==> config.mk <==
export PLATFORM = sky130hd
export DESIGN_NAME = fuel_gauge_level_filter_top
export DESIGN_NICKNAME = d
export VERILOG_FILES = /design/src/fglf_pkg.sv /design/src/fglf_window.sv /design/src/fglf_fifo.sv /design/src/fglf_front.sv /design/src/fglf_back.sv /design/src/fuel_gauge_level_filter_top.sv
export SDC_FILE = /design/constraint.sdc
export NUM_CORES = 2
export LEC_CHECK = 0
export BUFFER_PORTS_ARGS = -buffer_cell sky130_fd_sc_hd__buf_2
export CAP_MARGIN = 0
export CORE_AREA = 2 2 431 262
export DETAILED_ROUTE_END_ITERATION = 10
export DIE_AREA = 0 0 433 264
export GPL_ROUTABILITY_DRIVEN = 0
export HOLD_SLACK_MARGIN = 0.12
export SLEW_MARGIN = 40
export SYNTH_ARGS = -nofsm -noshare
export SYNTH_HDL_FRONTEND = slang
export SYNTH_SLANG_ARGS = --single-unit
==> constraint.sdc <==
create_clock -name i_clk -period 9.7 [get_ports i_clk]
set_clock_uncertainty 0.15 [all_clocks]
set_input_delay 0.97 -clock i_clk [delete_from_list [all_inputs] [get_ports i_clk]]
set_output_delay 0.97 -clock i_clk [all_outputs]
set_load 0.02 [all_outputs]
==> src/fglf_pkg.sv <==
// Shared types and constants for the fuel gauge level filter.
package fglf_pkg;

    // Field widths
    localparam int SAMPLE_W   = 12;
    localparam int MV_W       = 11;
    localparam int LEVEL_W    = 3;
    localparam int TIMER_W    = 16;
    localparam int CFG_ADDR_W = 3;
    localparam int CFG_DATA_W = 16;
    localparam int NUM_THR    = 6;

    // Scan period in ticks, and the scan timer that counts it
    localparam int SCAN_PERIOD  = 200;
    localparam int SCAN_TIMER_W = 8;

    // Millivolt scaling: average * MV_SPAN / full scale, clipped at MV_MAX
    localparam int MV_SPAN   = 2000;
    localparam int MV_SPAN_W = 11;
    localparam int MV_MAX    = 2047;

    localparam logic [TIMER_W-1:0] TIMER_MAX = '1;

    // Input opcodes
    localparam logic OP_SAMPLE = 1'b0;
    localparam logic OP_TICK   = 1'b1;

    // Configuration register indexes
    typedef enum logic [CFG_ADDR_W-1:0] {
        CFG_LEVEL0    = 3'd0,
        CFG_LEVEL1    = 3'd1,
        CFG_LEVEL2    = 3'd2,
        CFG_LEVEL3    = 3'd3,
        CFG_LEVEL4    = 3'd4,
        CFG_LEVEL5    = 3'd5,
        CFG_FAR_WAIT  = 3'd6,
        CFG_NEAR_WAIT = 3'd7
    } t_cfg_idx;

    typedef logic [NUM_THR-1:0][MV_W-1:0] t_thr;

    // Threshold reset values, level 0 in entry 0
    localparam t_thr THR_RESET = {11'd300, 11'd600, 11'd900, 11'd1200, 11'd1500, 11'd1800};
    localparam logic [TIMER_W-1:0] FAR_WAIT_RESET  = 16'd3000;
    localparam logic [TIMER_W-1:0] NEAR_WAIT_RESET = 16'd6000;

    // Input and result transactions
    typedef struct packed {
        logic                opcode;
        logic [SAMPLE_W-1:0] sample;
    } t_in;

    typedef struct packed {
        logic [LEVEL_W-1:0] shown_level;
        logic               low_fuel_warning;
        logic               last;
    } t_out;

    // Pending display write held by the back end
    typedef struct packed {
        logic               en;
        logic [LEVEL_W-1:0] level;
        logic               warn;
    } t_write;

    // Outcome of one display write request
    typedef struct packed {
        logic en;
        logic warn;
        logic flag;
    } t_disp;

    // Back-end sequencer states
    typedef enum logic [2:0] {
        ST_IDLE,
        ST_MV,
        ST_SCALE,
        ST_VOLT,
        ST_VAVG,
        ST_DECIDE,
        ST_EMIT1,
        ST_EMIT2
    } t_back_state;

endpackage

==> src/fglf_window.sv <==
// Moving-window running sum over a memory, seeded by its first value.
module fglf_window #(
    parameter int DEPTH  = 20,
    parameter int DATA_W = 12,
    parameter int SUM_W  = 17
) (
    input  logic              i_clk,
    input  logic              i_rst_n,
    input  logic              i_push,
    input  logic [DATA_W-1:0] i_data,
    output logic [SUM_W-1:0]  o_sum
);
    localparam int PW = (DEPTH > 1) ? $clog2(DEPTH) : 1;
    localparam int CW = $clog2(DEPTH + 1);

    logic [DATA_W-1:0] r_mem [DEPTH];
    logic [DATA_W-1:0] r_rd;
    logic              r_byp;
    logic [DATA_W-1:0] r_byp_val;
    logic [DATA_W-1:0] r_seed_val, n_seed_val;
    logic              r_seeded, n_seeded;
    logic [PW-1:0]     r_pos, n_pos;
    logic [CW-1:0]     r_fill, n_fill;
    logic [SUM_W-1:0]  r_sum, n_sum;
    logic [PW-1:0]     pos_inc;
    logic [DATA_W-1:0] old_val;
    logic              wr_en;

    // Entry leaving the window: bypass, written entry, or the seed value
    always_comb begin
        pos_inc = (r_pos == PW'(DEPTH - 1)) ? '0 : r_pos + 1'b1;
        if (r_byp) begin
            old_val = r_byp_val;
        end else if (CW'(r_pos) < r_fill) begin
            old_val = r_rd;
        end else begin
            old_val = r_seed_val;
        end
    end

    // Seed on first value, otherwise replace the oldest entry
    always_comb begin
        n_seeded   = r_seeded;
        n_seed_val = r_seed_val;
        n_pos      = r_pos;
        n_fill     = r_fill;
        n_sum      = r_sum;
        wr_en      = 1'b0;
        if (i_push) begin
            if (!r_seeded) begin
                n_seeded   = 1'b1;
                n_seed_val = i_data;
                n_sum      = SUM_W'(i_data) * SUM_W'(DEPTH);
                n_pos      = '0;
                n_fill     = '0;
            end else begin
                wr_en  = 1'b1;
                n_sum  = r_sum - SUM_W'(old_val) + SUM_W'(i_data);
                n_pos  = pos_inc;
                n_fill = (r_fill == CW'(DEPTH)) ? r_fill : r_fill + 1'b1;
            end
        end
    end

    always_ff @(posedge i_clk) begin
        if (!i_rst_n) begin
            r_seeded <= 1'b0;
            r_pos    <= '0;
            r_fill   <= '0;
            r_sum    <= '0;
            r_byp    <= 1'b0;
        end else begin
            r_seeded <= n_seeded;
            r_pos    <= n_pos;
            r_fill   <= n_fill;
            r_sum    <= n_sum;
            r_byp    <= wr_en && (n_pos == r_pos);
        end
    end

    // Window memory: one write, one registered read of the next oldest entry
    always_ff @(posedge i_clk) begin
        if (wr_en) begin
            r_mem[r_pos] <= i_data;
        end
        r_rd       <= r_mem[n_pos];
        r_byp_val  <= i_data;
        r_seed_val <= n_seed_val;
    end

    assign o_sum = r_sum;

endmodule

==> src/fglf_fifo.sv <==
// Two-entry queue with valid/ready on both sides.
module fglf_fifo #(
    parameter int DATA_W = 8
) (
    input  logic              i_clk,
    input  logic              i_rst_n,
    input  logic              i_valid,
    output logic              o_ready,
    input  logic [DATA_W-1:0] i_data,
    output logic              o_valid,
    input  logic              i_ready,
    output logic [DATA_W-1:0] o_data
);
    logic [DATA_W-1:0] r_mem [2];
    logic              r_wp;
    logic              r_rp;
    logic [1:0]        r_cnt;
    logic              push;
    logic              pop;

    assign o_ready = (r_cnt != 2'd2);
    assign o_valid = (r_cnt != 2'd0);
    assign o_data  = r_mem[r_rp];
    assign push    = i_valid && o_ready;
    assign pop     = o_valid && i_ready;

    always_ff @(posedge i_clk) begin
        if (!i_rst_n) begin
            r_wp  <= 1'b0;
            r_rp  <= 1'b0;
            r_cnt <= 2'd0;
        end else begin
            if (push) begin
                r_wp <= ~r_wp;
            end
            if (pop) begin
                r_rp <= ~r_rp;
            end
            r_cnt <= r_cnt + {1'b0, push} - {1'b0, pop};
        end
    end

    always_ff @(posedge i_clk) begin
        if (push) begin
            r_mem[r_wp] <= i_data;
        end
    end

endmodule

==> src/fglf_front.sv <==
// Front end: takes transactions, keeps the ADC window sum, issues scans.
module fglf_front #(
    parameter int ADC_WINDOW = 20,
    parameter int ADC_SUM_W  = 17
) (
    input  logic                 i_clk,
    input  logic                 i_rst_n,
    input  logic                 i_in_valid,
    output logic                 o_in_ready,
    input  fglf_pkg::t_in        i_in_data,
    output logic                 o_q_valid,
    input  logic                 i_q_ready,
    output logic [ADC_SUM_W-1:0] o_q_sum
);
    import fglf_pkg::*;

    logic                    accept;
    logic                    sample_push;
    logic                    scan;
    logic [SCAN_TIMER_W-1:0] r_scan_timer, n_scan_timer;
    logic [ADC_SUM_W-1:0]    adc_sum;

    assign o_in_ready  = i_q_ready;
    assign accept      = i_in_valid && i_q_ready;
    assign sample_push = accept && (i_in_data.opcode == OP_SAMPLE);

    // Scan timer: a scan runs on every SCAN_PERIOD-th tick
    always_comb begin
        n_scan_timer = r_scan_timer;
        scan         = 1'b0;
        if (accept && (i_in_data.opcode == OP_TICK)) begin
            if (r_scan_timer == SCAN_TIMER_W'(SCAN_PERIOD - 1)) begin
                scan         = 1'b1;
                n_scan_timer = '0;
            end else begin
                n_scan_timer = r_scan_timer + 1'b1;
            end
        end
    end

    always_ff @(posedge i_clk) begin
        if (!i_rst_n) begin
            r_scan_timer <= '0;
        end else begin
            r_scan_timer <= n_scan_timer;
        end
    end

    fglf_window #(
        .DEPTH  (ADC_WINDOW),
        .DATA_W (SAMPLE_W),
        .SUM_W  (ADC_SUM_W)
    ) u_adc_win (
        .i_clk   (i_clk),
        .i_rst_n (i_rst_n),
        .i_push  (sample_push),
        .i_data  (i_in_data.sample),
        .o_sum   (adc_sum)
    );

    // Scan job carries a snapshot of the ADC window sum
    assign o_q_valid = scan;
    assign o_q_sum   = adc_sum;

endmodule

==> src/fglf_back.sv <==
// Back end: scan sequencer, voltage average, level stepping, display writes.
module fglf_back #(
    parameter int ADC_WINDOW     = 20,
    parameter int VOLT_WINDOW    = 20,
    parameter int ADC_FULL_SCALE = 4096,
    parameter int ADC_SUM_W      = 17,
    parameter int VOLT_SUM_W     = 16
) (
    input  logic                            i_clk,
    input  logic                            i_rst_n,
    input  logic                            i_q_valid,
    output logic                            o_q_ready,
    input  logic [ADC_SUM_W-1:0]            i_q_sum,
    output logic                            o_w_valid,
    input  logic                            i_w_ready,
    output fglf_pkg::t_out                  o_w_data,
    input  logic                            i_cfg_we,
    input  logic [fglf_pkg::CFG_ADDR_W-1:0] i_cfg_addr,
    input  logic [fglf_pkg::CFG_DATA_W-1:0] i_cfg_data
);
    import fglf_pkg::*;

    // Exact divide by constant: n / d == (n * ceil(2^(N+l)/d)) >> (N+l)
    localparam int ADC_L   = $clog2(ADC_WINDOW);
    localparam int ADC_S   = ADC_SUM_W + ADC_L;
    localparam int ADC_M_W = ADC_SUM_W + 2;
    localparam logic [63:0] ADC_M =
        ((64'd1 << ADC_S) + 64'(ADC_WINDOW) - 64'd1) / 64'(ADC_WINDOW);
    localparam int P1_W = ADC_SUM_W + ADC_M_W;

    localparam int SCALE_W = SAMPLE_W + MV_SPAN_W;
    localparam int FS_L    = $clog2(ADC_FULL_SCALE);
    localparam int FS_S    = SCALE_W + FS_L;
    localparam int FS_M_W  = SCALE_W + 2;
    localparam logic [63:0] FS_M =
        ((64'd1 << FS_S) + 64'(ADC_FULL_SCALE) - 64'd1) / 64'(ADC_FULL_SCALE);
    localparam int P3_W = SCALE_W + FS_M_W;

    localparam int VOLT_L   = $clog2(VOLT_WINDOW);
    localparam int VOLT_S   = VOLT_SUM_W + VOLT_L;
    localparam int VOLT_M_W = VOLT_SUM_W + 2;
    localparam logic [63:0] VOLT_M =
        ((64'd1 << VOLT_S) + 64'(VOLT_WINDOW) - 64'd1) / 64'(VOLT_WINDOW);
    localparam int P4_W = VOLT_SUM_W + VOLT_M_W;

    t_back_state r_state, n_state;

    // Configuration
    t_thr               r_thr;
    logic [TIMER_W-1:0] r_far;
    logic [TIMER_W-1:0] r_near;

    // Datapath products
    logic [P1_W-1:0]    r_p1;
    logic [SCALE_W-1:0] r_p2;
    logic [P3_W-1:0]    r_p3;
    logic [P4_W-1:0]    r_p4;

    // Display and step state
    logic               r_scan_seeded, n_scan_seeded;
    logic [LEVEL_W-1:0] r_lagged, n_lagged;
    logic               r_flag, n_flag;
    logic [TIMER_W-1:0] r_step, n_step;
    t_write             r_w1, n_w1;
    t_write             r_w2, n_w2;

    logic [SAMPLE_W-1:0]   avg;
    logic [SCALE_W-1:0]    mv_raw;
    logic [MV_W-1:0]       mv;
    logic [MV_W-1:0]       vavg;
    logic [VOLT_SUM_W-1:0] vsum;
    logic                  vpush;
    logic [LEVEL_W-1:0]    seed_lv;
    logic [LEVEL_W-1:0]    cur_lv;
    logic [LEVEL_W-1:0]    step_lv;
    logic [LEVEL_W-1:0]    diff;
    logic [TIMER_W-1:0]    step_sat;
    logic                  held;
    t_disp                 d1;
    t_disp                 d2;

    // Level 0..5 for the first threshold met, 6 below all
    function automatic logic [LEVEL_W-1:0] quantize(input logic [MV_W-1:0] v,
                                                    input t_thr thr);
        logic [LEVEL_W-1:0] lv;
        lv = LEVEL_W'(NUM_THR);
        for (int i = NUM_THR - 1; i >= 0; i--) begin
            if (v >= thr[i]) begin
                lv = LEVEL_W'(i);
            end
        end
        return lv;
    endfunction

    // Level 0 raises the warning once; any other level clears it
    function automatic t_disp disp(input logic [LEVEL_W-1:0] lv, input logic flag);
        t_disp d;
        if (lv == '0) begin
            d.en   = !flag;
            d.warn = 1'b1;
            d.flag = 1'b1;
        end else begin
            d.en   = 1'b1;
            d.warn = 1'b0;
            d.flag = 1'b0;
        end
        return d;
    endfunction

    // Configuration writes
    always_ff @(posedge i_clk) begin
        if (!i_rst_n) begin
            r_thr  <= THR_RESET;
            r_far  <= FAR_WAIT_RESET;
            r_near <= NEAR_WAIT_RESET;
        end else if (i_cfg_we) begin
            case (i_cfg_addr)
                CFG_FAR_WAIT:  r_far  <= i_cfg_data;
                CFG_NEAR_WAIT: r_near <= i_cfg_data;
                default: begin
                    if (i_cfg_addr inside {[CFG_LEVEL0:CFG_LEVEL5]}) begin
                        r_thr[i_cfg_addr] <= i_cfg_data[MV_W-1:0];
                    end
                end
            endcase
        end
    end

    // Quotients and clipped millivolts
    always_comb begin
        avg    = SAMPLE_W'(r_p1 >> ADC_S);
        mv_raw = SCALE_W'(r_p3 >> FS_S);
        mv     = (mv_raw > SCALE_W'(MV_MAX)) ? MV_W'(MV_MAX) : mv_raw[MV_W-1:0];
        vavg   = MV_W'(r_p4 >> VOLT_S);
    end

    // Step decision
    always_comb begin
        seed_lv  = quantize(mv, r_thr);
        cur_lv   = quantize(vavg, r_thr);
        diff     = (cur_lv > r_lagged) ? cur_lv - r_lagged : r_lagged - cur_lv;
        step_sat = (r_step > TIMER_MAX - TIMER_W'(SCAN_PERIOD)) ?
                   TIMER_MAX : r_step + TIMER_W'(SCAN_PERIOD);
        held     = ((diff >= LEVEL_W'(2)) && (step_sat < r_far)) ||
                   ((diff == LEVEL_W'(1)) && (step_sat < r_near));
        if (cur_lv > r_lagged) begin
            step_lv = r_lagged + 1'b1;
        end else if (cur_lv < r_lagged) begin
            step_lv = r_lagged - 1'b1;
        end else begin
            step_lv = r_lagged;
        end
        d1 = disp(seed_lv, r_flag);
        d2 = disp(step_lv, r_flag);
    end

    always_ff @(posedge i_clk) begin
        if (!i_rst_n) begin
            r_state <= ST_IDLE;
        end else begin
            r_state <= n_state;
        end
    end

    // Sequencer: next state, handshakes and display state updates
    always_comb begin
        n_state       = r_state;
        n_scan_seeded = r_scan_seeded;
        n_lagged      = r_lagged;
        n_flag        = r_flag;
        n_step        = r_step;
        n_w1          = r_w1;
        n_w2          = r_w2;
        o_q_ready     = 1'b0;
        o_w_valid     = 1'b0;
        vpush         = 1'b0;
        o_w_data      = '{shown_level: r_w1.level, low_fuel_warning: r_w1.warn,
                          last: !r_w2.en};
        case (r_state)
            ST_IDLE: begin
                o_q_ready = 1'b1;
                if (i_q_valid) begin
                    n_state = ST_MV;
                end
            end
            ST_MV:    n_state = ST_SCALE;
            ST_SCALE: n_state = ST_VOLT;
            ST_VOLT: begin
                vpush   = 1'b1;
                n_w1.en = 1'b0;
                if (!r_scan_seeded) begin
                    n_scan_seeded = 1'b1;
                    n_lagged      = seed_lv;
                    n_flag        = d1.flag;
                    n_w1          = '{en: d1.en, level: seed_lv, warn: d1.warn};
                end
                n_state = ST_VAVG;
            end
            ST_VAVG: n_state = ST_DECIDE;
            ST_DECIDE: begin
                n_w2.en = 1'b0;
                if (held) begin
                    n_step = step_sat;
                end else begin
                    n_step   = '0;
                    n_lagged = step_lv;
                    n_flag   = d2.flag;
                    n_w2     = '{en: d2.en, level: step_lv, warn: d2.warn};
                end
                n_state = ST_EMIT1;
            end
            ST_EMIT1: begin
                o_w_valid = r_w1.en;
                if (!r_w1.en || i_w_ready) begin
                    n_state = ST_EMIT2;
                end
            end
            ST_EMIT2: begin
                o_w_valid = r_w2.en;
                o_w_data  = '{shown_level: r_w2.level, low_fuel_warning: r_w2.warn,
                              last: 1'b1};
                if (!r_w2.en || i_w_ready) begin
                    n_state = ST_IDLE;
                end
            end
            default: n_state = ST_IDLE;
        endcase
    end

    always_ff @(posedge i_clk) begin
        if (!i_rst_n) begin
            r_scan_seeded <= 1'b0;
            r_lagged      <= '0;
            r_flag        <= 1'b0;
            r_step        <= '0;
        end else begin
            r_scan_seeded <= n_scan_seeded;
            r_lagged      <= n_lagged;
            r_flag        <= n_flag;
            r_step        <= n_step;
        end
    end

    // Multiplier chain, one product per state
    always_ff @(posedge i_clk) begin
        r_w1 <= n_w1;
        r_w2 <= n_w2;
        if (r_state == ST_IDLE) begin
            r_p1 <= P1_W'(i_q_sum) * P1_W'(ADC_M);
        end
        if (r_state == ST_MV) begin
            r_p2 <= SCALE_W'(avg) * SCALE_W'(MV_SPAN);
        end
        if (r_state == ST_SCALE) begin
            r_p3 <= P3_W'(r_p2) * P3_W'(FS_M);
        end
        if (r_state == ST_VAVG) begin
            r_p4 <= P4_W'(vsum) * P4_W'(VOLT_M);
        end
    end

    fglf_window #(
        .DEPTH  (VOLT_WINDOW),
        .DATA_W (MV_W),
        .SUM_W  (VOLT_SUM_W)
    ) u_volt_win (
        .i_clk   (i_clk),
        .i_rst_n (i_rst_n),
        .i_push  (vpush),
        .i_data  (mv),
        .o_sum   (vsum)
    );

endmodule

==> src/fuel_gauge_level_filter_top.sv <==
// Top level of the fuel gauge level filter.
//
// The block takes one transaction per clock: ADC samples update a windowed
// running sum (one memory write and one prefetch read per cycle), and ticks
// advance the scan timer, so input ready stays high whenever the two-entry
// scan queue has room. Every 200th tick queues a scan; the back-end
// sequencer runs each scan through its multiplier chain (ADC average,
// millivolt scale, voltage average) and then through the display write
// slots, which wait while the output queue is full. Results leave through a
// two-entry output queue, so input stalls only when results back up. After
// reset there is no clearing pass; the first sample seeds the ADC window.
module fuel_gauge_level_filter_top #(
    parameter int ADC_WINDOW     = 20,
    parameter int VOLT_WINDOW    = 20,
    parameter int ADC_FULL_SCALE = 4096
) (
    input  logic                            i_clk,
    input  logic                            i_rst_n,
    input  logic                            i_in_valid,
    output logic                            o_in_ready,
    input  fglf_pkg::t_in                   i_in_data,
    output logic                            o_out_valid,
    input  logic                            i_out_ready,
    output fglf_pkg::t_out                  o_out_data,
    input  logic                            i_cfg_we,
    input  logic [fglf_pkg::CFG_ADDR_W-1:0] i_cfg_addr,
    input  logic [fglf_pkg::CFG_DATA_W-1:0] i_cfg_data
);
    import fglf_pkg::*;

    localparam int ADC_SUM_W  = $clog2(((2 ** SAMPLE_W) - 1) * ADC_WINDOW + 1);
    localparam int VOLT_SUM_W = $clog2(MV_MAX * VOLT_WINDOW + 1);

    logic                 fq_valid;
    logic                 fq_ready;
    logic [ADC_SUM_W-1:0] fq_sum;
    logic                 bq_valid;
    logic                 bq_ready;
    logic [ADC_SUM_W-1:0] bq_sum;
    logic                 w_valid;
    logic                 w_ready;
    t_out                 w_data;

    fglf_front #(
        .ADC_WINDOW (ADC_WINDOW),
        .ADC_SUM_W  (ADC_SUM_W)
    ) u_front (
        .i_clk      (i_clk),
        .i_rst_n    (i_rst_n),
        .i_in_valid (i_in_valid),
        .o_in_ready (o_in_ready),
        .i_in_data  (i_in_data),
        .o_q_valid  (fq_valid),
        .i_q_ready  (fq_ready),
        .o_q_sum    (fq_sum)
    );

    // Scan queue between front and back
    fglf_fifo #(
        .DATA_W (ADC_SUM_W)
    ) u_scan_q (
        .i_clk   (i_clk),
        .i_rst_n (i_rst_n),
        .i_valid (fq_valid),
        .o_ready (fq_ready),
        .i_data  (fq_sum),
        .o_valid (bq_valid),
        .i_ready (bq_ready),
        .o_data  (bq_sum)
    );

    fglf_back #(
        .ADC_WINDOW     (ADC_WINDOW),
        .VOLT_WINDOW    (VOLT_WINDOW),
        .ADC_FULL_SCALE (ADC_FULL_SCALE),
        .ADC_SUM_W      (ADC_SUM_W),
        .VOLT_SUM_W     (VOLT_SUM_W)
    ) u_back (
        .i_clk      (i_clk),
        .i_rst_n    (i_rst_n),
        .i_q_valid  (bq_valid),
        .o_q_ready  (bq_ready),
        .i_q_sum    (bq_sum),
        .o_w_valid  (w_valid),
        .i_w_ready  (w_ready),
        .o_w_data   (w_data),
        .i_cfg_we   (i_cfg_we),
        .i_cfg_addr (i_cfg_addr),
        .i_cfg_data (i_cfg_data)
    );

    // Output queue decouples display writes from the consumer
    fglf_fifo #(
        .DATA_W ($bits(t_out))
    ) u_out_q (
        .i_clk   (i_clk),
        .i_rst_n (i_rst_n),
        .i_valid (w_valid),
        .o_ready (w_ready),
        .i_data  (w_data),
        .o_valid (o_out_valid),
        .i_ready (i_out_ready),
        .o_data  (o_out_data)
    );

endmodule

==> flow_metrics.env <==
export IMPL_die_y_um=264
export IMPL_cp_required_ns=9.97
export IMPL_gr_total_overflow=0
export IMPL_insertion_delay_ns=0.70
export IMPL_numCtsBuffers=82
export IMPL_areaGrowthSynthToFinish_pct=9.913
export IMPL_share_clk_of_total_power_pct=27.8
export IMPL_final_cell_mix="nand2_1 (591), edfxtp_1 (582), ha_1 (563), inv_1 (520), dfxtp_1 (240)"
export IMPL_peakVddDrop_mv=0.4445
export IMPL_r2r_end="u_back.r_p1[33]"
export IMPL_cts_setup_buffers=0
export IMPL_cp_end_kind="register"
export IMPL_path_clk_slew_ns=0.06
export IMPL_groute_usage_overall_pct=21.44
export IMPL_ys_top_cells_by_area="edfxtp_1 (35%), ha_1 (14%), dfxtp_1 (9.8%), fa_1 (9.4%), nand2_1 (4.5%)"
export IMPL_hold_buffers=0
export IMPL_clockRootBuffer="clkbuf_16"
export IMPL_cts_tree="yes"
export IMPL_fmax_mhz=140.1
export IMPL_firstDrtPassIters=6
export IMPL_die_area_sq_um=114300
export IMPL_avgSynthCellArea_sq_um=10.89
export IMPL_mostFrequentLayoutCell="nand2_1"
export IMPL_cp_depth=22
export IMPL_grt_pass1_wl_mm=189.4
export IMPL_final_hold_viol_count=0
export IMPL_worstSetupPathType="register to register"
export IMPL_critPathTopFamily="adder cells"
export IMPL_drive_above_1_share_pct=7.081
export IMPL_power_frac_seq_pct=36.3
export IMPL_crit_arrival_ns=7.41
export IMPL_pin_count=44
export IMPL_core_area_sq_um=110700
export IMPL_antenna_found_initial=0
export IMPL_hold_class="register to register"
export IMPL_setup_violations=0
export IMPL_cts_repair_resized=0
export IMPL_wl_per_cell_um=19.87
export IMPL_max_stage_delay_ns=0.60
export IMPL_maxSlewHeadroom_pct=42.66
export IMPL_sw_frac_of_total_pct=33.82
export IMPL_initial_core_util_pct=44.50
export IMPL_crit_path_max_fanout=19
export IMPL_path_buf_inv=5
export IMPL_viasPerCell=5.370
export IMPL_rsz0062_at_grt="no"
export IMPL_num_rows=95
export IMPL_slew_violations=0
export IMPL_total_power_w=0.01182
export IMPL_vias=32790
export IMPL_p_sw_w=0.003996
export IMPL_synth_edf_count=582
export IMPL_multi_input_area_sq_um=24440
export IMPL_place_detailed_hpwl_mm=85.83
export IMPL_seqCellArea_sq_um=22320
export IMPL_yosys_area_top_type="edfxtp_1"
export IMPL_status="completed"
export IMPL_synth_cells=4521
export IMPL_nets=5368
export IMPL_period_minus_slack_ns=7.140
export IMPL_synth_cell_types=75
export IMPL_diodes=0
export IMPL_p_comb_share_pct=35.9
export IMPL_synth_seq_cells=824
export IMPL_drtIter0Drc=2858
export IMPL_ys_warn_count=0
export IMPL_synth_main_ff_cell="edfxtp_1"
export IMPL_cts_sinks=824
export IMPL_cellLeakagePower_nw=22.20
export IMPL_die_w_um=433
export IMPL_ys_async_sr_fraction_pct=0
export IMPL_fillers=9944
export IMPL_setup_tns_final_ns=0
export IMPL_drv_cap=0
export IMPL_crit_path_end="u_back.r_p1[33]"
export IMPL_grt_pass1_vias=31840
export IMPL_htreeDepth=3
export IMPL_detail_route_antenna_nets=0
export IMPL_regToRegSetupSlack_ns=2.56
export IMPL_cts_buffer_depth=3
export IMPL_power_density_nw_per_um2=218.3
export IMPL_port_buffers=43
export IMPL_slowest_stage="dfxtp_2"
export IMPL_internal_power_w=0.007819
export IMPL_worst_slew_pin_slew_ns=0.8601
export IMPL_crit_chain="mux2i_1 > inv_1 > ha_1 > inv_1 > fa_1 > inv_1 > fa_1 > fa_1 > inv_1 > fa_1 > fa_1 > inv_1 > ha_1 > nand3_1 > o221ai_1 > a211oi_1 > a21oi_1 > o31ai_1 > a21oi_1 > a2111o_1 > a21oi_1 > xnor2_1"
export IMPL_grt_max_degree=84
export IMPL_startpoint_type="register"
export IMPL_ys_seq_area_share_pct=45.32
export IMPL_period_share_pct=73.61
export IMPL_synth_top_area_share_pct=35.49
export IMPL_hold_depth=0
export IMPL_rr_worst_depth=22
export IMPL_routed_wl_mm=121.3
export IMPL_netlist_area_sq_um=49250
export IMPL_drc=0
## registers in the layout, summed over array words and instances (netlist names), 12 cells and up, named ones only
| signal | cells |
|---|---|
| u_back.r_near | 16 |
| u_back.u_volt_win.r_mem | 220 |
| u_back.r_thr | 66 |
| u_front.u_adc_win.o_sum | 17 |
| u_front.u_adc_win.r_seed_val | 12 |
| u_front.u_adc_win.r_rd | 12 |
| u_back.r_far | 16 |
| u_front.u_adc_win.r_byp_val | 12 |
| u_front.u_adc_win.r_mem | 240 |
| u_scan_q.r_mem | 34 |
| u_back.r_step | 16 |
| u_back.r_p1 | 12 |
| u_back.u_volt_win.o_sum | 16 |
## final cells by class
cell class | instances | area share (%)
Tap cell | 1503 | 3.474
Timing Repair Buffer | 112 | 1.433
Multi-Input combinational cell | 2992 | 45.15
Inverter | 524 | 3.638
Clock buffer | 109 | 4.223
Sequential cell | 824 | 41.24
Clock inverter | 43 | 0.8437
## routing by layer
layer	vias up	track usage [%]	routed length, um
li1	15910	-	-
met1	15890	34.75	63000
met2	852	28.16	46620
met3	144	5.182	9473
met4	0	4.697	2249
met5	-	0	0
## worst reg2reg max path, stage by stage, from the launching register on
cell and delay (ns):
dfxtp_2 0.60, mux2i_1 0.39, inv_1 0.17, ha_1 0.40
inv_1 0.08, fa_1 0.54, inv_1 0.06, fa_1 0.53
fa_1 0.55, inv_1 0.06, fa_1 0.52, fa_1 0.55
inv_1 0.04, ha_1 0.29, nand3_1 0.13, o221ai_1 0.14
a211oi_1 0.32, a21oi_1 0.15, o31ai_1 0.38, a21oi_1 0.14
a2111o_1 0.44, a21oi_1 0.19, xnor2_1 0.08
## power groups by stage
| stage | registers, W | clock network, W | logic, W |
|---|---|---|---|
| finish | 0.00429 | 0.00328 | 0.00424 |
| global route | 0.00431 | 0.00348 | 0.00488 |
| CTS | 0.00429 | 0.00335 | 0.00428 |
| detailed placement | 0.00437 | 0 | 0.00423 |
| global placement | 0.00436 | 0 | 0.00416 |
| floorplan | 0.00431 | 0 | 0.00326 |
## cells by family after synthesis
logic type | count (synthesis) | share of synthesized area (%)
simple gates | 1165 | 10.63
buf+inv | 706 | 5.483
compound gates | 857 | 11.52
flops | 824 | 45.32
mux | 65 | 1.380
other cells | 1 | 0.007614
fa+ha+maj | 795 | 23.73
xor+xnor | 108 | 1.921
## how the worst min path moves through the flow
| stage | slack (ns) | start | end |
|---|---|---|---|
| after CTS | 0.27 | u_back.r_p2[14] | u_back.r_p3[37] |
| final | 0.27 | u_back.r_p2[21] | u_back.r_p3[44] |
| after floorplan | 0.25 | u_back.r_p2[12] | u_back.r_p3[35] |
| after global placement | 0.25 | u_back.r_p2[20] | u_back.r_p3[43] |
| after detailed placement | 0.26 | u_back.r_p2[20] | u_back.r_p3[43] |
| after global routing | 0.27 | u_back.r_p2[21] | u_back.r_p3[44] |
## stage by stage
stage	utilization (%)	hold WS [ns]	worst slack [ns]	cell area (sq um)	std cells
finish	48.92	0.2670	2.560	54130	6107
global route	48.92	0.2676	2.175	54130	6107
CTS	48.89	0.2700	2.210	54100	6106
detailed placement	46.41	0.2555	2.208	51360	5954
global placement	46.28	0.2526	2.295	51220	5952
floorplan	-	0.2503	2.804	49250	4522
## cells in the mapped netlist, types with 25 or more instances
master    number
a211oi_1     126
a21o_1        52
a21oi_1      226
a311oi_1      82
a31oi_1       31
and2_1        93
clkbuf_1     132
dfxtp_1      242
edfxtp_1     582
fa_1         232
ha_1         563
inv_1        521
mux2i_1       42
nand2_1      591
nand2b_1      39
nand3_1       99
nand4_1       25
nor2_1       183
nor2b_1       27
nor3_1        31
o211ai_1      88
o21a_1        27
o21ai_0      140
xnor2_1       71
xor2_1        37
(Power assumes the default switching activity.)
